==> config.mk <==
export PLATFORM = sky130hd
export DESIGN_NAME = sensor_packet_health_check
export DESIGN_NICKNAME = d
export VERILOG_FILES = /design/src/rtl/sphc_pkg.sv /design/src/rtl/sphc_front.sv /design/src/rtl/sensor_packet_health_check.sv
export SDC_FILE = /design/constraint.sdc
export NUM_CORES = 2
export LEC_CHECK = 0
export BUFFER_PORTS_ARGS = -buffer_cell sky130_fd_sc_hd__buf_2
export CORE_UTILIZATION = 59
export CTS_CLUSTER_DIAMETER = 120
export DETAILED_ROUTE_END_ITERATION = 10
export PLACE_DENSITY = 0.78
export RECOVER_POWER = 50
export SLEW_MARGIN = 5
export SYNTH_ARGS = -nofsm -noshare
export SYNTH_HDL_FRONTEND = slang
export SYNTH_SLANG_ARGS = --single-unit
export TNS_END_PERCENT = 10
==> constraint.sdc <==
create_clock -name clk -period 9.5 [get_ports clk]
set_clock_uncertainty 0.2 [all_clocks]
set_input_delay 0.95 -clock clk [delete_from_list [all_inputs] [get_ports clk]]
set_output_delay 0.95 -clock clk [all_outputs]
set_load 0.03 [all_outputs]
==> src/rtl/sphc_pkg.sv <==
`default_nettype none
// ----------------------------------------------------------------------------
// Sensor packet health check package
// Shared types, command codes, register indexes and reset values.
// ----------------------------------------------------------------------------
package sphc_pkg;

	// Command carried in tuser with each request.
	typedef enum logic [1:0] {
		CMD_EVAL  = 2'd0,
		CMD_ATT   = 2'd1,
		CMD_SUN   = 2'd2,
		CMD_CLEAR = 2'd3
	} cmd_t;

	// Configuration register indexes.
	localparam int CFG_ADDR_W = 3;
	localparam logic [CFG_ADDR_W-1:0] CFG_MAX_STEP   = 3'd0;
	localparam logic [CFG_ADDR_W-1:0] CFG_GYRO_LIMIT = 3'd1;
	localparam logic [CFG_ADDR_W-1:0] CFG_MAG_MIN    = 3'd2;
	localparam logic [CFG_ADDR_W-1:0] CFG_MAG_MAX    = 3'd3;
	localparam logic [CFG_ADDR_W-1:0] CFG_SUN_MIN    = 3'd4;
	localparam logic [CFG_ADDR_W-1:0] CFG_SUN_MAX    = 3'd5;
	localparam logic [CFG_ADDR_W-1:0] CFG_SUN_LEVEL  = 3'd6;
	localparam int CFG_DATA_W = 32;

	// Configuration reset values.
	localparam logic [31:0] MAX_STEP_RST   = 32'd100000;
	localparam logic [14:0] GYRO_LIMIT_RST = 15'd16000;
	localparam logic [16:0] MAG_MIN_RST    = 17'd15000;
	localparam logic [16:0] MAG_MAX_RST    = 17'd70000;
	localparam logic [11:0] SUN_MIN_RST    = 12'd0;
	localparam logic [11:0] SUN_MAX_RST    = 12'd4095;
	localparam logic [11:0] SUN_LEVEL_RST  = 12'd2048;

	// Squared magnetometer thresholds.
	localparam int MAG_SQ_W = 34;
	localparam logic [MAG_SQ_W-1:0] MAG_MIN_SQ_RST =
		MAG_SQ_W'(MAG_MIN_RST) * MAG_SQ_W'(MAG_MIN_RST);
	localparam logic [MAG_SQ_W-1:0] MAG_MAX_SQ_RST =
		MAG_SQ_W'(MAG_MAX_RST) * MAG_SQ_W'(MAG_MAX_RST);

	// One axis squared, and the sum of three.
	localparam int AXIS_SQ_W = 35;
	localparam int NORM_SQ_W = 36;

	// Invalid-streak limits and counter widths.
	localparam int ATT_STALE_COUNT = 5;
	localparam int SUN_STALE_COUNT = 5;
	localparam int ATT_STREAK_W = $clog2(ATT_STALE_COUNT + 1);
	localparam int SUN_STREAK_W = $clog2(SUN_STALE_COUNT + 1);

	// Report bit positions.
	localparam int REPORT_W  = 8;
	localparam int BIT_BACK  = 0;
	localparam int BIT_SKIP  = 1;
	localparam int BIT_GYRO  = 2;
	localparam int BIT_MAG   = 3;
	localparam int BIT_SUNR  = 4;
	localparam int BIT_INCOH = 5;
	localparam int BIT_ATT   = 6;
	localparam int BIT_SUN   = 7;

	localparam int SUN_FACE_W = 12;
	localparam int IN_DATA_W  = 208;

	// One request as captured from the input port.
	typedef struct packed {
		cmd_t               cmd;
		logic               valid_flag;
		logic [31:0]        timestamp;
		logic signed [15:0] gyro_x;
		logic signed [15:0] gyro_y;
		logic signed [15:0] gyro_z;
		logic signed [17:0] mag_x;
		logic signed [17:0] mag_y;
		logic signed [17:0] mag_z;
		logic [35:0]        sun_plus;
		logic [35:0]        sun_minus;
	} item_t;

	// Checks done ahead of the report stage.
	typedef struct packed {
		cmd_t                 cmd;
		logic                 valid_flag;
		logic [31:0]          timestamp;
		logic                 gyro_bad;
		logic                 sun_bad;
		logic                 sun_incoh;
		logic [AXIS_SQ_W-1:0] sq_x;
		logic [AXIS_SQ_W-1:0] sq_y;
		logic [AXIS_SQ_W-1:0] sq_z;
	} front_t;

endpackage
`default_nettype wire

==> src/rtl/sphc_front.sv <==
`default_nettype none
// ----------------------------------------------------------------------------
// Sensor packet health check front stage
// Gyro limits, sun-sensor checks and the three magnetometer squares,
// registered for the report stage.
// ----------------------------------------------------------------------------
module sphc_front (
	input  wire logic              clk,
	input  wire logic              en,
	input  wire sphc_pkg::item_t   item,
	input  wire logic [14:0]       gyro_limit,
	input  wire logic [11:0]       sun_min,
	input  wire logic [11:0]       sun_max,
	input  wire logic [11:0]       sun_level,
	output sphc_pkg::front_t       front_s2
);
	import sphc_pkg::*;

	logic signed [16:0] lim_pos;
	logic signed [16:0] lim_neg;
	logic [2:0]         gyro_axis_bad;
	logic [2:0]         face_bad;
	logic [2:0]         pair_incoh;
	logic signed [35:0] prod_x;
	logic signed [35:0] prod_y;
	logic signed [35:0] prod_z;
	front_t             front_d;

	// Per-axis gyro limit, strict on both sides.
	assign lim_pos = $signed({2'b00, gyro_limit});
	assign lim_neg = -lim_pos;

	always_comb begin
		gyro_axis_bad[0] = (17'(item.gyro_x) > lim_pos) || (17'(item.gyro_x) < lim_neg);
		gyro_axis_bad[1] = (17'(item.gyro_y) > lim_pos) || (17'(item.gyro_y) < lim_neg);
		gyro_axis_bad[2] = (17'(item.gyro_z) > lim_pos) || (17'(item.gyro_z) < lim_neg);
	end

	// Sun faces: range check on all six, opposite pairs against the level.
	always_comb begin
		logic [11:0] p;
		logic [11:0] n;
		for (int a = 0; a < 3; a++) begin
			p = item.sun_plus[a*SUN_FACE_W +: SUN_FACE_W];
			n = item.sun_minus[a*SUN_FACE_W +: SUN_FACE_W];
			face_bad[a] = (p < sun_min) || (p > sun_max) ||
				(n < sun_min) || (n > sun_max);
			pair_incoh[a] = (p > sun_level) && (n > sun_level);
		end
	end

	// Magnetometer squares, one multiplier per axis.
	assign prod_x = item.mag_x * item.mag_x;
	assign prod_y = item.mag_y * item.mag_y;
	assign prod_z = item.mag_z * item.mag_z;

	always_comb begin
		front_d.cmd        = item.cmd;
		front_d.valid_flag = item.valid_flag;
		front_d.timestamp  = item.timestamp;
		front_d.gyro_bad   = |gyro_axis_bad;
		front_d.sun_bad    = |face_bad;
		front_d.sun_incoh  = |pair_incoh;
		front_d.sq_x       = prod_x[AXIS_SQ_W-1:0];
		front_d.sq_y       = prod_y[AXIS_SQ_W-1:0];
		front_d.sq_z       = prod_z[AXIS_SQ_W-1:0];
	end

	// Payload register, no reset needed.
	always_ff @(posedge clk) begin
		if (en) begin
			front_s2 <= front_d;
		end
	end

endmodule
`default_nettype wire

==> src/rtl/sensor_packet_health_check.sv <==
`default_nettype none
// ----------------------------------------------------------------------------
// Sensor packet health check
// Checks attitude-sensor packets and tracks attitude and sun-sensor
// validity streaks; every request returns the current 8-bit report.
// ----------------------------------------------------------------------------
//  Channel | Direction | Handshake          | Payload
//  --------+-----------+--------------------+---------------------------------
//  s_*     | in        | s_tvalid/s_tready  | s_tuser command, s_tdata packet
//  m_*     | out       | m_tvalid/m_tready  | m_tdata report flags
//  cfg_*   | in        | cfg_we             | cfg_addr index, cfg_wdata value
//
// Three register stages: input, front checks with the magnetometer squares,
// and the report register, which is also the output register. One request
// is taken every cycle when the output is drained.
// Report state updates in request order at the report stage, so requests
// follow back to back. Each stage moves when the next one is empty or moving,
// so a waiting result does not stop the input until the pipe is full.
// Reset clears all checker state and restores the register defaults.
// ----------------------------------------------------------------------------
module sensor_packet_health_check (
	input  wire logic                          clk,
	input  wire logic                          arst_n,
	input  wire logic                          s_tvalid,
	output logic                               s_tready,
	// [0] valid_flag, [32:1] timestamp, [48:33] gyro_x, [64:49] gyro_y,
	// [80:65] gyro_z, [98:81] mag_x, [116:99] mag_y, [134:117] mag_z,
	// [170:135] sun_plus, [206:171] sun_minus, [207] zero
	input  wire logic [sphc_pkg::IN_DATA_W-1:0] s_tdata,
	// [1:0] command
	input  wire logic [1:0]                    s_tuser,
	output logic                               m_tvalid,
	input  wire logic                          m_tready,
	// [0] time_backwards, [1] time_skip, [2] gyro_out_of_range,
	// [3] mag_out_of_range, [4] sun_out_of_range, [5] sun_incoherent,
	// [6] attitude_stale, [7] sun_stale
	output logic [sphc_pkg::REPORT_W-1:0]      m_tdata,
	input  wire logic                          cfg_we,
	input  wire logic [sphc_pkg::CFG_ADDR_W-1:0] cfg_addr,
	input  wire logic [sphc_pkg::CFG_DATA_W-1:0] cfg_wdata
);
	import sphc_pkg::*;

	localparam logic [ATT_STREAK_W-1:0] ATT_LIMIT = ATT_STREAK_W'(ATT_STALE_COUNT);
	localparam logic [SUN_STREAK_W-1:0] SUN_LIMIT = SUN_STREAK_W'(SUN_STALE_COUNT);

	// Configuration registers.
	logic [31:0]         max_step_q;
	logic [14:0]         gyro_limit_q;
	logic [16:0]         mag_min_q;
	logic [16:0]         mag_max_q;
	logic [11:0]         sun_min_q;
	logic [11:0]         sun_max_q;
	logic [11:0]         sun_level_q;
	logic [MAG_SQ_W-1:0] mag_min_sq_q;
	logic [MAG_SQ_W-1:0] mag_max_sq_q;

	// Pipeline.
	logic     v_s1;
	logic     v_s2;
	logic     out_v_q;
	item_t    item_d;
	item_t    item_s1;
	front_t   front_s2;
	logic     adv2;
	logic     adv3;
	logic     load3;

	// Checker state.
	logic [31:0]             last_time_q;
	logic                    time_seen_q;
	logic [ATT_STREAK_W-1:0] att_streak_q;
	logic [SUN_STREAK_W-1:0] sun_streak_q;
	logic [REPORT_W-1:0]     report_q;

	// Report stage logic.
	logic [NORM_SQ_W-1:0]    norm_sq;
	logic [31:0]             step;
	logic                    back;
	logic                    skip;
	logic                    mag_bad;
	logic [ATT_STREAK_W-1:0] att_next;
	logic [SUN_STREAK_W-1:0] sun_next;
	logic [REPORT_W-1:0]     eval_report;

	// Configuration writes; out-of-list indexes are dropped.
	always_ff @(posedge clk or negedge arst_n) begin
		if (!arst_n) begin
			max_step_q   <= MAX_STEP_RST;
			gyro_limit_q <= GYRO_LIMIT_RST;
			mag_min_q    <= MAG_MIN_RST;
			mag_max_q    <= MAG_MAX_RST;
			sun_min_q    <= SUN_MIN_RST;
			sun_max_q    <= SUN_MAX_RST;
			sun_level_q  <= SUN_LEVEL_RST;
		end else if (cfg_we) begin
			unique case (cfg_addr)
				CFG_MAX_STEP:   max_step_q   <= cfg_wdata;
				CFG_GYRO_LIMIT: gyro_limit_q <= cfg_wdata[14:0];
				CFG_MAG_MIN:    mag_min_q    <= cfg_wdata[16:0];
				CFG_MAG_MAX:    mag_max_q    <= cfg_wdata[16:0];
				CFG_SUN_MIN:    sun_min_q    <= cfg_wdata[11:0];
				CFG_SUN_MAX:    sun_max_q    <= cfg_wdata[11:0];
				CFG_SUN_LEVEL:  sun_level_q  <= cfg_wdata[11:0];
				default: ;
			endcase
		end
	end

	// Squared magnetometer thresholds follow their registers in the next cycle.
	always_ff @(posedge clk or negedge arst_n) begin
		if (!arst_n) begin
			mag_min_sq_q <= MAG_MIN_SQ_RST;
			mag_max_sq_q <= MAG_MAX_SQ_RST;
		end else begin
			mag_min_sq_q <= MAG_SQ_W'(mag_min_q) * MAG_SQ_W'(mag_min_q);
			mag_max_sq_q <= MAG_SQ_W'(mag_max_q) * MAG_SQ_W'(mag_max_q);
		end
	end

	// Stage handshakes: a stage moves when the next is empty or moving.
	assign adv3     = !out_v_q || m_tready;
	assign adv2     = !v_s2 || adv3;
	assign s_tready = !v_s1 || adv2;
	assign load3    = v_s2 && adv3;

	always_ff @(posedge clk or negedge arst_n) begin
		if (!arst_n) begin
			v_s1    <= 1'b0;
			v_s2    <= 1'b0;
			out_v_q <= 1'b0;
		end else begin
			if (s_tready) begin
				v_s1 <= s_tvalid;
			end
			if (adv2) begin
				v_s2 <= v_s1;
			end
			if (adv3) begin
				out_v_q <= v_s2;
			end
		end
	end

	// Unpack the request.
	always_comb begin
		item_d.cmd        = cmd_t'(s_tuser);
		item_d.valid_flag = s_tdata[0];
		item_d.timestamp  = s_tdata[32:1];
		item_d.gyro_x     = s_tdata[48:33];
		item_d.gyro_y     = s_tdata[64:49];
		item_d.gyro_z     = s_tdata[80:65];
		item_d.mag_x      = s_tdata[98:81];
		item_d.mag_y      = s_tdata[116:99];
		item_d.mag_z      = s_tdata[134:117];
		item_d.sun_plus   = s_tdata[170:135];
		item_d.sun_minus  = s_tdata[206:171];
	end

	// Input register.
	always_ff @(posedge clk) begin
		if (s_tready) begin
			item_s1 <= item_d;
		end
	end

	sphc_front u_front (
		.clk        (clk),
		.en         (adv2),
		.item       (item_s1),
		.gyro_limit (gyro_limit_q),
		.sun_min    (sun_min_q),
		.sun_max    (sun_max_q),
		.sun_level  (sun_level_q),
		.front_s2   (front_s2)
	);

	// Timestamp step and field norm.
	assign step    = front_s2.timestamp - last_time_q;
	assign back    = time_seen_q && (front_s2.timestamp < last_time_q);
	assign skip    = time_seen_q && !(front_s2.timestamp < last_time_q) &&
		(step > max_step_q);
	assign norm_sq = NORM_SQ_W'(front_s2.sq_x) + NORM_SQ_W'(front_s2.sq_y) +
		NORM_SQ_W'(front_s2.sq_z);
	assign mag_bad = (norm_sq < NORM_SQ_W'(mag_min_sq_q)) ||
		(norm_sq > NORM_SQ_W'(mag_max_sq_q));

	// Fresh report for an evaluate request; both stale bits are clear.
	always_comb begin
		eval_report            = '0;
		eval_report[BIT_BACK]  = back;
		eval_report[BIT_SKIP]  = skip;
		eval_report[BIT_GYRO]  = front_s2.gyro_bad;
		eval_report[BIT_MAG]   = mag_bad;
		eval_report[BIT_SUNR]  = front_s2.sun_bad;
		eval_report[BIT_INCOH] = front_s2.sun_incoh;
	end

	// Saturating invalid streaks.
	always_comb begin
		if (front_s2.valid_flag) begin
			att_next = '0;
			sun_next = '0;
		end else begin
			att_next = (att_streak_q < ATT_LIMIT) ? att_streak_q + 1'b1 : att_streak_q;
			sun_next = (sun_streak_q < SUN_LIMIT) ? sun_streak_q + 1'b1 : sun_streak_q;
		end
	end

	// Report stage: state updates in request order.
	always_ff @(posedge clk or negedge arst_n) begin
		if (!arst_n) begin
			last_time_q  <= '0;
			time_seen_q  <= 1'b0;
			att_streak_q <= '0;
			sun_streak_q <= '0;
			report_q     <= '0;
		end else if (load3) begin
			unique case (front_s2.cmd)
				CMD_EVAL: begin
					last_time_q <= front_s2.timestamp;
					time_seen_q <= 1'b1;
					report_q    <= eval_report;
				end
				CMD_ATT: begin
					att_streak_q       <= att_next;
					report_q[BIT_ATT]  <= (att_next >= ATT_LIMIT);
				end
				CMD_SUN: begin
					sun_streak_q       <= sun_next;
					report_q[BIT_SUN]  <= (sun_next >= SUN_LIMIT);
				end
				CMD_CLEAR: begin
					last_time_q  <= '0;
					time_seen_q  <= 1'b0;
					att_streak_q <= '0;
					sun_streak_q <= '0;
					report_q     <= '0;
				end
				default: ;
			endcase
		end
	end

	assign m_tvalid = out_v_q;
	assign m_tdata  = report_q;

	// A clear request leaves an all-zero report.
	a_clear_zero: assert property (@(posedge clk) disable iff (!arst_n)
		(load3 && front_s2.cmd == CMD_CLEAR) |=> (m_tdata == '0))
		else $error("clear request did not zero the report");

	// An evaluate request drops both stale bits.
	a_eval_fresh: assert property (@(posedge clk) disable iff (!arst_n)
		(load3 && front_s2.cmd == CMD_EVAL) |=> (!m_tdata[BIT_ATT] && !m_tdata[BIT_SUN]))
		else $error("evaluate left a stale bit set");

	// Streak counters saturate at their limits.
	a_streak_sat: assert property (@(posedge clk) disable iff (!arst_n)
		(att_streak_q <= ATT_LIMIT) && (sun_streak_q <= SUN_LIMIT))
		else $error("streak counter passed its limit");

	// The attitude stale bit follows its counter after an attitude request.
	a_att_stale: assert property (@(posedge clk) disable iff (!arst_n)
		(load3 && front_s2.cmd == CMD_ATT) |=>
		(m_tdata[BIT_ATT] == (att_streak_q >= ATT_LIMIT)))
		else $error("attitude stale bit disagrees with its counter");

	// The output register changes only when a result is loaded.
	a_out_hold: assert property (@(posedge clk) disable iff (!arst_n)
		!load3 |=> $stable(report_q))
		else $error("report changed without a request");

endmodule
`default_nettype wire

==> metrics.md <==
| Metric | Value |
|---|---|
| Outcome | `finished with violations` |
| Failing checks | `capacitance limit, slew limit` |
| TritonCTS sink count | `582` |
| Mux contribution to synthesized area | `less than 1%` |
| Later-pin clock latency in the skew report | `between 0.6 and 0.7 ns` |
| Share of cells above drive strength 1 | `approximately 6%` |
| Final worst slack | `1.365 ns` |
| Fin crit period | `8.135 ns` |
| Cts repair resizes | `0` |
| # nets final | `10,780` |
| IO Pins | `260` |
| Main synth FF type | `edfxtp_1` |
| DRT antenna net count | `0` |
| FFs w/ async S/R, synth | `roughly 40%` |
| FF+latch count, synth | `582` |
| Crit Path Category | `flip-flop to flip-flop` |
| Critical Path Slowest Stage Cell | `clkbuf_1` |
| Clock Root Buffer | `clkbuf_16` |
| Max Fanout on Critical Path | `20` |
| Commonest non-fill, non-tap cell in the layout | `inv_1` |
| Most frequent cells in the layout | `2,027 x inv_1, 1,281 x fa_1, 1,000 x ha_1` |
| YS warnings | `0` |
| Initial antenna violation count | `7` |
| Post-synthesis cell type count | `77` |
| Xor and xnor area share after synthesis | `3.156%` |
| Dpl ws | `1.503 ns` |
| I/O Buffers | `258` |
| Max incr delay on CP | `0.83 ns` |
| CP Capture Type | `flip-flop` |
| Post-CTS Repair Setup Buffers | `0` |
| Hold Path Class | `flip-flop to flip-flop` |
| Total GRT Usage | `roughly 29%` |
| Number of global-route vias before repair | `approximately 60,000` |
| Max Cap Violations | `5` |
| Gr ovfl total | `0` |
| Post-Synth Adder-Cell Area | `47.58%` |
| Worst rel slew slack | `-447.0%` |
| Initial core utilization | `59.79%` |
| Peak Freq | `0.1229 GHz` |
| Height of the chip | `370.7 um` |
| Combinational family with the most area after synthesis | `adder cells` |
| Synth Cell Area | `80,190 um^2` |
| Avg WL per Cell | `18.98 um` |
| Worst path most repeated cell | `inv_1` |
| Core Area | `approximately 130,000 um^2` |
| Fillers | `10,660` |
| Initial DRC count | `4,072` |
| CP Launch Type | `flip-flop` |
| Global-route wire length before repair | `311,500 um` |
| DRT Pass-1 Iters | `6` |
| Die width | `370.7 um` |
| Worst-margin pin slew | `8.205 ns` |
| Largest net degree at the start of global routing | `~140` |
| CTS tree | `built` |
| Routed vias/inst | `5.520` |
| Synthesized instance count | `8,061` |
| Simple-gate share of the synthesized area | `9.602%` |
| Final-report setup violation count | `0` |
| H-tree Lvls | `3` |
| Post-synth EDFFs | `349` |
| GP Congestion | `0.9482` |
| WP data arrival | `8.37 ns` |
| Cts hold-fix bufs | `0` |
| RSZ-0062 raised after global routing | `no` |
| Clock slew at reported path FFs | `0.06 ns` |
| TritonCTS buffer count | `73` |
| Crit path required time | `9.74 ns` |
| DRC violations left | `0` |
| DP Wirelength | `155,600 um` |
| Maximum clock path buffer count | `3` |
| Max-slew violations | `428` |
| Vias | `55,640` |
| Std-Cell Rows | `134` |
| Detailed Route WL | `191,300 um` |
| Fin crit share | `85.63%` |
| Reg-to-reg setup timing slack | `1.37 ns` |
| Final Hold Fails | `0` |
| Synth Area in Compound Gates | `8.099%` |
| Synth-to-layout area growth | `6.796%` |
| Avg Cell Area, Syn | `9.948 um^2` |
| Die Footprint | `137,400 um^2` |
| Sequential fraction of the synthesis area | `about a fifth` |
==> metal layers <==
| metal | vias up | global-route usage [%] | wire length (um) |
|---|---|---|---|
| met1 | 27950 | 38.15 | 78290 |
| li1 | 25660 | - | - |
| met3 | 372 | 4.319 | 12270 |
| met2 | 1660 | 49.10 | 93130 |
| met5 | - | 0 | 27 |
| met4 | 4 | 10.34 | 7599 |
==> worst paths after layout <==
| path | cells past startpoint | end | start |
|---|---|---|---|
| max in group asynchronous | 2 | mag_max_sq_q[5]$_DFF_PN0_ | arst_n |
| setup reg to reg | 25 | u_front.front_s2[33]$_DFFE_PP_ | item_s1[72]$_DFFE_PP_ |
| min in group asynchronous | 1 | last_time_q[24]$_DFFE_PN0P_ | arst_n |
| hold / removal | 0 | u_front.front_s2[134]$_DFFE_PP_ | item_s1[200]$_DFFE_PP_ |
| hold reg to reg | 0 | u_front.front_s2[134]$_DFFE_PP_ | item_s1[200]$_DFFE_PP_ |
| setup / recovery | 25 | u_front.front_s2[33]$_DFFE_PP_ | item_s1[72]$_DFFE_PP_ |
==> cell usage after synthesis (8+ instances only) <==
master	count	area (um^2)
a2111oi_0	12	105.1
a211o_1	11	96.34
a211oi_1	27	202.7
a21boi_0	11	82.58
a21o_1	163	1224
a21oi_1	281	1406
a221oi_1	10	87.58
a31o_2	8	70.07
a31oi_1	28	175.2
and2_1	230	1439
and3_1	21	131.4
buf_1	11	41.29
clkbuf_1	159	596.8
dfrtp_1	177	4429
dfstp_2	56	1471
edfxtp_1	349	10480
fa_1	1281	25640
ha_1	1000	12510
inv_1	2027	7609
mux2_2	57	641.9
nand2_1	686	2575
nand2b_1	103	644.4
nand3_1	44	220.2
nand4_1	75	469.2
nor2_1	254	953.4
nor2b_1	76	475.5
nor3_1	48	240.2
nor4_1	8	50.05
o2111ai_1	8	70.07
o211ai_1	25	187.7
o21a_1	54	405.4
o21ai_0	285	1426
o21ai_1	8	40.04
o21bai_1	30	225.2
o31a_1	10	87.58
o31ai_1	18	135.1
or2_2	14	87.58
or3_1	18	112.6
xnor2_1	220	1927
xor2_1	69	604.3
==> through the flow <==
step / cell area, um^2 / setup TNS [ns] / utilization [%] / instances / hold slack, ns
after floorplan: 80200 / -84.55 / - / 8062 / 0.2003
after global placement: 83270 / 0 / 62.08 / 9938 / 0.2033
after detailed placement: 83270 / 0 / 62.08 / 9938 / 0.2045
after CTS: 85750 / 0 / 63.93 / 10070 / 0.06160
after global routing: 85640 / 0 / 63.85 / 10080 / 0.1966
final: 85640 / 0 / 63.85 / 10080 / 0.2169
==> registers in the layout, indices dropped and copies added (netlist names), 3 cells and up <==
| name | count |
|---|---|
| item_s1 | 209 |
| u_front.front_s2 | 140 |
| mag_max_sq_q | 33 |
| mag_min_sq_q | 33 |
| last_time_q | 32 |
| max_step_q | 32 |
| mag_max_q | 17 |
| mag_min_q | 17 |
| gyro_limit_q | 15 |
| sun_level_q | 12 |
| sun_max_q | 12 |
| sun_min_q | 12 |
| m_tdata | 8 |
| att_streak_q | 3 |
| sun_streak_q | 3 |
==> final cells by class <==
class / instances / area, um^2 / area share [%]
clock inverter: 46 / 500.5 / 0.5844
sequential: 582 / 16380 / 19.13
timing repair buffer: 278 / 1375 / 1.606
clock buffer: 90 / 1982 / 2.314
inverter: 2028 / 7612 / 8.888
antenna: 5 / 12.51 / 0.01461
tap: 1768 / 2212 / 2.583
multi-input combinational: 5282 / 55570 / 64.88
==> cells by family (layout without fill, tap and decap cells) <==
family | Yosys count | after routing
fa+ha+maj | 2281 | 2281
buf+inv | 2198 | 2442
simple gates | 1613 | 1613
compound gates | 1036 | 1036
flops | 582 | 582
xor+xnor | 289 | 289
mux | 60 | 60
other cells | 2 | 8
==> worst max-delay path, delay by kind of cell, from the launching register on <==
kind / cells / cell delay, ns
adders and majority gates: 7 / 3.22
buffers and inverters: 8 / 1.75
and+or+nand+nor: 4 / 1.15
AOI/OAI and AO/OA: 5 / 1.11
DFF: 1 / 0.31
xor gates and xnor gates: 1 / 0.09
Power is not shown: default switching activity piles up to over one toggle a cycle in this logic, so the estimate is an artifact.
